`config.mk`:
```
export PLATFORM = sky130hd
export DESIGN_NAME = ntcb_div
export DESIGN_NICKNAME = d
export VERILOG_FILES = /design/src/hw/rtl/ntcb_div.sv
export SDC_FILE = /design/constraint.sdc
export NUM_CORES = 2
export LEC_CHECK = 0
export ABC_AREA = 1
export ABC_CLOCK_PERIOD_IN_PS = 3300
export BUFFER_PORTS_ARGS = -buffer_cell sky130_fd_sc_hd__clkbuf_2
export CAP_MARGIN = 20
export CORE_ASPECT_RATIO = 1.2
export CORE_MARGIN = 10
export CORE_UTILIZATION = 35
export CTS_CLUSTER_SIZE = 16
export DETAILED_ROUTE_END_ITERATION = 10
export GPL_TIMING_DRIVEN = 1
export SETUP_SLACK_MARGIN = 0.05
export SLEW_MARGIN = 20
export SYNTH_ARGS = -nofsm -noshare
export SYNTH_HDL_FRONTEND = slang
export SYNTH_SLANG_ARGS = --single-unit
```
`constraint.sdc`:
```
create_clock -name clk -period 3.3 [get_ports clk]
set_input_delay 0.165 -clock clk [delete_from_list [all_inputs] [get_ports clk]]
set_output_delay 0.165 -clock clk [all_outputs]
set_load 0.01 [all_outputs]
```
`src/hw/rtl/ntcb_div.sv`:
```
`timescale 1ns / 1ps
module ntcb_div #(
  parameter int NW = 37,
  parameter int DW = 13,
  parameter int QW = 32,
  parameter int TW = 1
) (
  input  logic          clk,
  input  logic          rst_n,
  input  logic          en,
  input  logic          in_valid,
  input  logic [NW-1:0] in_dvd,
  input  logic [DW-1:0] in_dvs,
  input  logic [TW-1:0] in_tag,
  output logic          out_valid,
  output logic [QW-1:0] out_quo,
  output logic [TW-1:0] out_tag
);

  // restoring division, one quotient bit per stage, msb first;
  // quotient is exact when the dividend is below divisor << QW
  localparam int CW = (NW > DW + QW) ? NW : DW + QW;

  logic          v_r   [QW];
  logic [NW-1:0] rem_r [QW];
  logic [DW-1:0] dvs_r [QW];
  logic [QW-1:0] quo_r [QW];
  logic [TW-1:0] tag_r [QW];

  for (genvar k = 0; k < QW; k++) begin : g_stage
    logic          v_in;
    logic [NW-1:0] rem_in;
    logic [DW-1:0] dvs_in;
    logic [QW-1:0] quo_in;
    logic [TW-1:0] tag_in;
    logic [CW-1:0] sub_w;
    logic          ge;
    logic [NW-1:0] rem_nxt;
    logic [QW-1:0] quo_nxt;

    if (k == 0) begin : g_first
      assign v_in   = in_valid;
      assign rem_in = in_dvd;
      assign dvs_in = in_dvs;
      assign quo_in = '0;
      assign tag_in = in_tag;
    end else begin : g_next
      assign v_in   = v_r[k-1];
      assign rem_in = rem_r[k-1];
      assign dvs_in = dvs_r[k-1];
      assign quo_in = quo_r[k-1];
      assign tag_in = tag_r[k-1];
    end

    assign sub_w   = CW'(dvs_in) << (QW - 1 - k);
    assign ge      = CW'(rem_in) >= sub_w;
    assign rem_nxt = ge ? NW'(CW'(rem_in) - sub_w) : rem_in;
    assign quo_nxt = quo_in | (ge ? (QW'(1) << (QW - 1 - k)) : '0);

    always_ff @(posedge clk) begin
      if (!rst_n) begin
        v_r[k] <= 1'b0;
      end else if (en) begin
        v_r[k] <= v_in;
      end
    end

    always_ff @(posedge clk) begin
      if (en) begin
        rem_r[k] <= rem_nxt;
        dvs_r[k] <= dvs_in;
        quo_r[k] <= quo_nxt;
        tag_r[k] <= tag_in;
      end
    end
  end

  assign out_valid = v_r[QW-1];
  assign out_quo   = quo_r[QW-1];
  assign out_tag   = tag_r[QW-1];

endmodule

```
==> flow_summary.json <==
{
  "hold_class": "in2reg",
  "start_util_pct": 35.1,
  "rsz0062_at_grt": "false",
  "die_h_um": 623,
  "synth-seq-cells": 2142,
  "vias": 72100,
  "syn_avg_cell_area_um2": 10.1,
  "grt_overflow_total": 0,
  "gp_congestion": 0.934,
  "grtUsageTotal_pct": 16.2,
  "p_sw_share_pct": 33.6,
  "cp-start-kind": "flop",
  "finalCriticalPeriod_ns": 2.84,
  "hold_violations": 0,
  "slew_violations": 0,
  "placed_cells": 14600,
  "synth.yosys.seq_area_share_pct": 60.6,
  "rows": 221,
  "fmax_ghz": 0.352,
  "drt_iter0_markers": 4931,
  "power_frac_clock_pct": 30.4,
  "slew_headroom_pct": 19.8,
  "holdBufCountCts": 105,
  "drc_errors": 0,
  "setup_tns_ns": 0,
  "grt_pass1_vias": 71900,
  "pwr-share-comb_pct": 26.9,
  "clockRootBuffer": "clkbuf_16",
  "power.density_nw_per_um2": 737,
  "postCtsSetupRepairBufs": 0,
  "period_share_pct": 86.1,
  "required_ns": 3.91,
  "cts_buffer_depth": 4,
  "numCtsBuffers": 230,
  "status": "complete, no violations",
  "die_w_um": 523,
  "p_seq_share_pct": 42.7,
  "clk_pin_slew_ns": 0.06,
  "ant_nets": 0,
  "grt_pass1_wl_um": 413000,
  "numClockSinks": 2142,
  "hold_slack_ns": 0.110,
  "worstMarginPinSlew_ns": 1.19,
  "final_cell_mix": "nand2_1 (2753), edfxtp_1 (2141), inv_1 (1455)",
  "power.net_switching_w": 0.0299,
  "cts_resized": 0,
  "hpwl_um": 211000,
  "synth_area_um2": 106000,
  "ys_types": 63,
  "endpoint_kind": "flop",
  "p_leak_nw": 49.4,
  "finalClockSkew_ns": 0.149,
  "insertion_delay_ns": 0.93,
  "worst-path-max-fanout": 26,
  "synthCells": 10500,
  "first_pass_iters": 6,
  "cp.arrival_ns": 3.45,
  "vias_per_cell": 4.78,
  "wire_per_inst_um": 17.9,
  "internal-power_w": 0.0591,
  "grt_start_max_net_pins": 151,
  "stdcell_count": 15100,
  "die_area_um2": 326000,
  "setup_viol": 0,
  "area_growth_pct": 13.8,
  "ir_worst_vdd_mv": 0.581,
  "drv_cap": 0,
  "antenna_found_initial": 3,
  "cts_tree": "yes",
  "syn_nets": 10900,
  "core_um2": 302000,
  "drive_above_1_share_pct": 8.04,
  "layout_commonest_cell": "nand2_1",
  "crit_type": "reg2reg",
  "final_nets": 11400,
  "pin_count": 89,
  "synth-warning-count": 0,
  "routed_wl_um": 271000,
  "p_total_w": 0.0890,
  "htree_levels": 4,
  "io_buffers": 88
}
-- flip-flops by register name, indices dropped and copies added (netlist names) --
name and flops:
rem_r 1147, tag_r 32, v_r 32, dvs_r 403
quo_r 528
-- synthesized netlist by cell type (all sizes together) --
cell type  count  area (um2)
a21boi        17         146
nor3         160         851
o21ai        333        1790
o21a          14         105
o31ai          1        7.51
edfxtp      2141       64300
nor3b          7        52.6
and2          14        87.6
a211oi         1        7.51
fa            31         621
nand3b        65         500
ha           388        4850
a22oi          1        7.51
a31oi          7        43.8
buf           80         687
o2111ai        1        8.76
a21o          29         218
nand4        175        1090
nor4          89         563
nand3        697        3550
nand2b         1        6.26
clkinv         2        7.51
or2           30         188
dfxtp          1        20.0
and3           8        50.1
xor2         185        1620
o21bai        40         327
inv         1488        5590
a21oi        466        2710
xnor2        125        1090
nor2b          3        18.8
nand2       2828       10800
o211ai         8        60.1
clkbuf        12        47.6
nor2        1024        4090
-- power groups by stage --
| stage | clock (W) | sequential (W) | combinational (W) |
|---|---|---|---|
| finish | 0.0270 | 0.0380 | 0.0239 |
| global route | 0.0288 | 0.0383 | 0.0271 |
| CTS | 0.0278 | 0.0381 | 0.0239 |
| detailed placement | 0 | 0.0386 | 0.0237 |
| global placement | 0 | 0.0386 | 0.0237 |
| floorplan | 0 | 0.0368 | 0.0173 |
-- layer usage --
| metal | global-route usage [%] | routed length (um) | vias to the layer above |
|---|---|---|---|
| met4 | 8.43 | 16400 | 0 |
| met5 | 0 | 0 | - |
| met2 | 31.8 | 148000 | 1491 |
| met3 | 1.83 | 8500 | 644 |
| li1 | - | - | 36100 |
| met1 | 16.5 | 97600 | 33800 |
-- final cells by class --
type,instances,area [um2]
Clock inverter,166,2060
Tap cell,4014,5020
Multi-Input combinational cell,6748,35500
Fill cell,29300,181000
Antenna cell,1,2.50
Clock buffer,253,5860
Sequential cell,2142,64300
Timing Repair Buffer,284,2410
Inverter,1490,5600
-- kinds of logic (layout without fill, tap and decap cells) --
kind of cell,count (synthesis),count (layout),share of synthesized area (%)
buffers and inverters,1582,2193,5.97
AO/OA/AOI/OAI,918,918,5.11
flip-flops,2142,2142,60.6
XOR/XNOR,310,310,2.56
AND/OR/NAND/NOR,5101,5101,20.6
other,0,1,0
adder cells (fa/ha/maj),419,419,5.16
-- worst max-delay path: stages, from the launching register on --
cell      delay [ns]
edfxtp_1        0.44
ha_1            0.42
nand2_1         0.15
nor2_1          0.22
nand3_1         0.14
nor2_1          0.36
nand4_1         0.16
nand3_2         0.30
inv_4           0.21
nand2_1         0.13
o21ai_2         0.06
-- per-stage QoR --
step / area (um2) / utilization, % / setup WS, ns
2_1_floorplan: 106000 / - / 1.02
3_3_place_gp: 112000 / 37.0 / 0.340
3_5_place_dp: 112000 / 37.0 / 0.325
4_1_cts: 121000 / 40.0 / 0.361
5_1_grt: 121000 / 40.0 / 0.262
6_report: 121000 / 40.0 / 0.459
-- worst paths after layout --
kind | startpoint | to | slack (ns) | cells after the start
setup / recovery | rem_r[18][14]$_DFFE_PP_ | rem_r[19][15]$_DFFE_PP_ | 0.46 | 10
hold / removal | in_tag | tag_r[0]$_DFFE_PP_ | 0.11 | 2
setup reg to reg | rem_r[18][14]$_DFFE_PP_ | rem_r[19][15]$_DFFE_PP_ | 0.46 | 10
hold reg to reg | tag_r[30]$_DFFE_PP_ | tag_r[31]$_DFFE_PP_ | 0.33 | 0
Power figures use the tool's default switching activity.
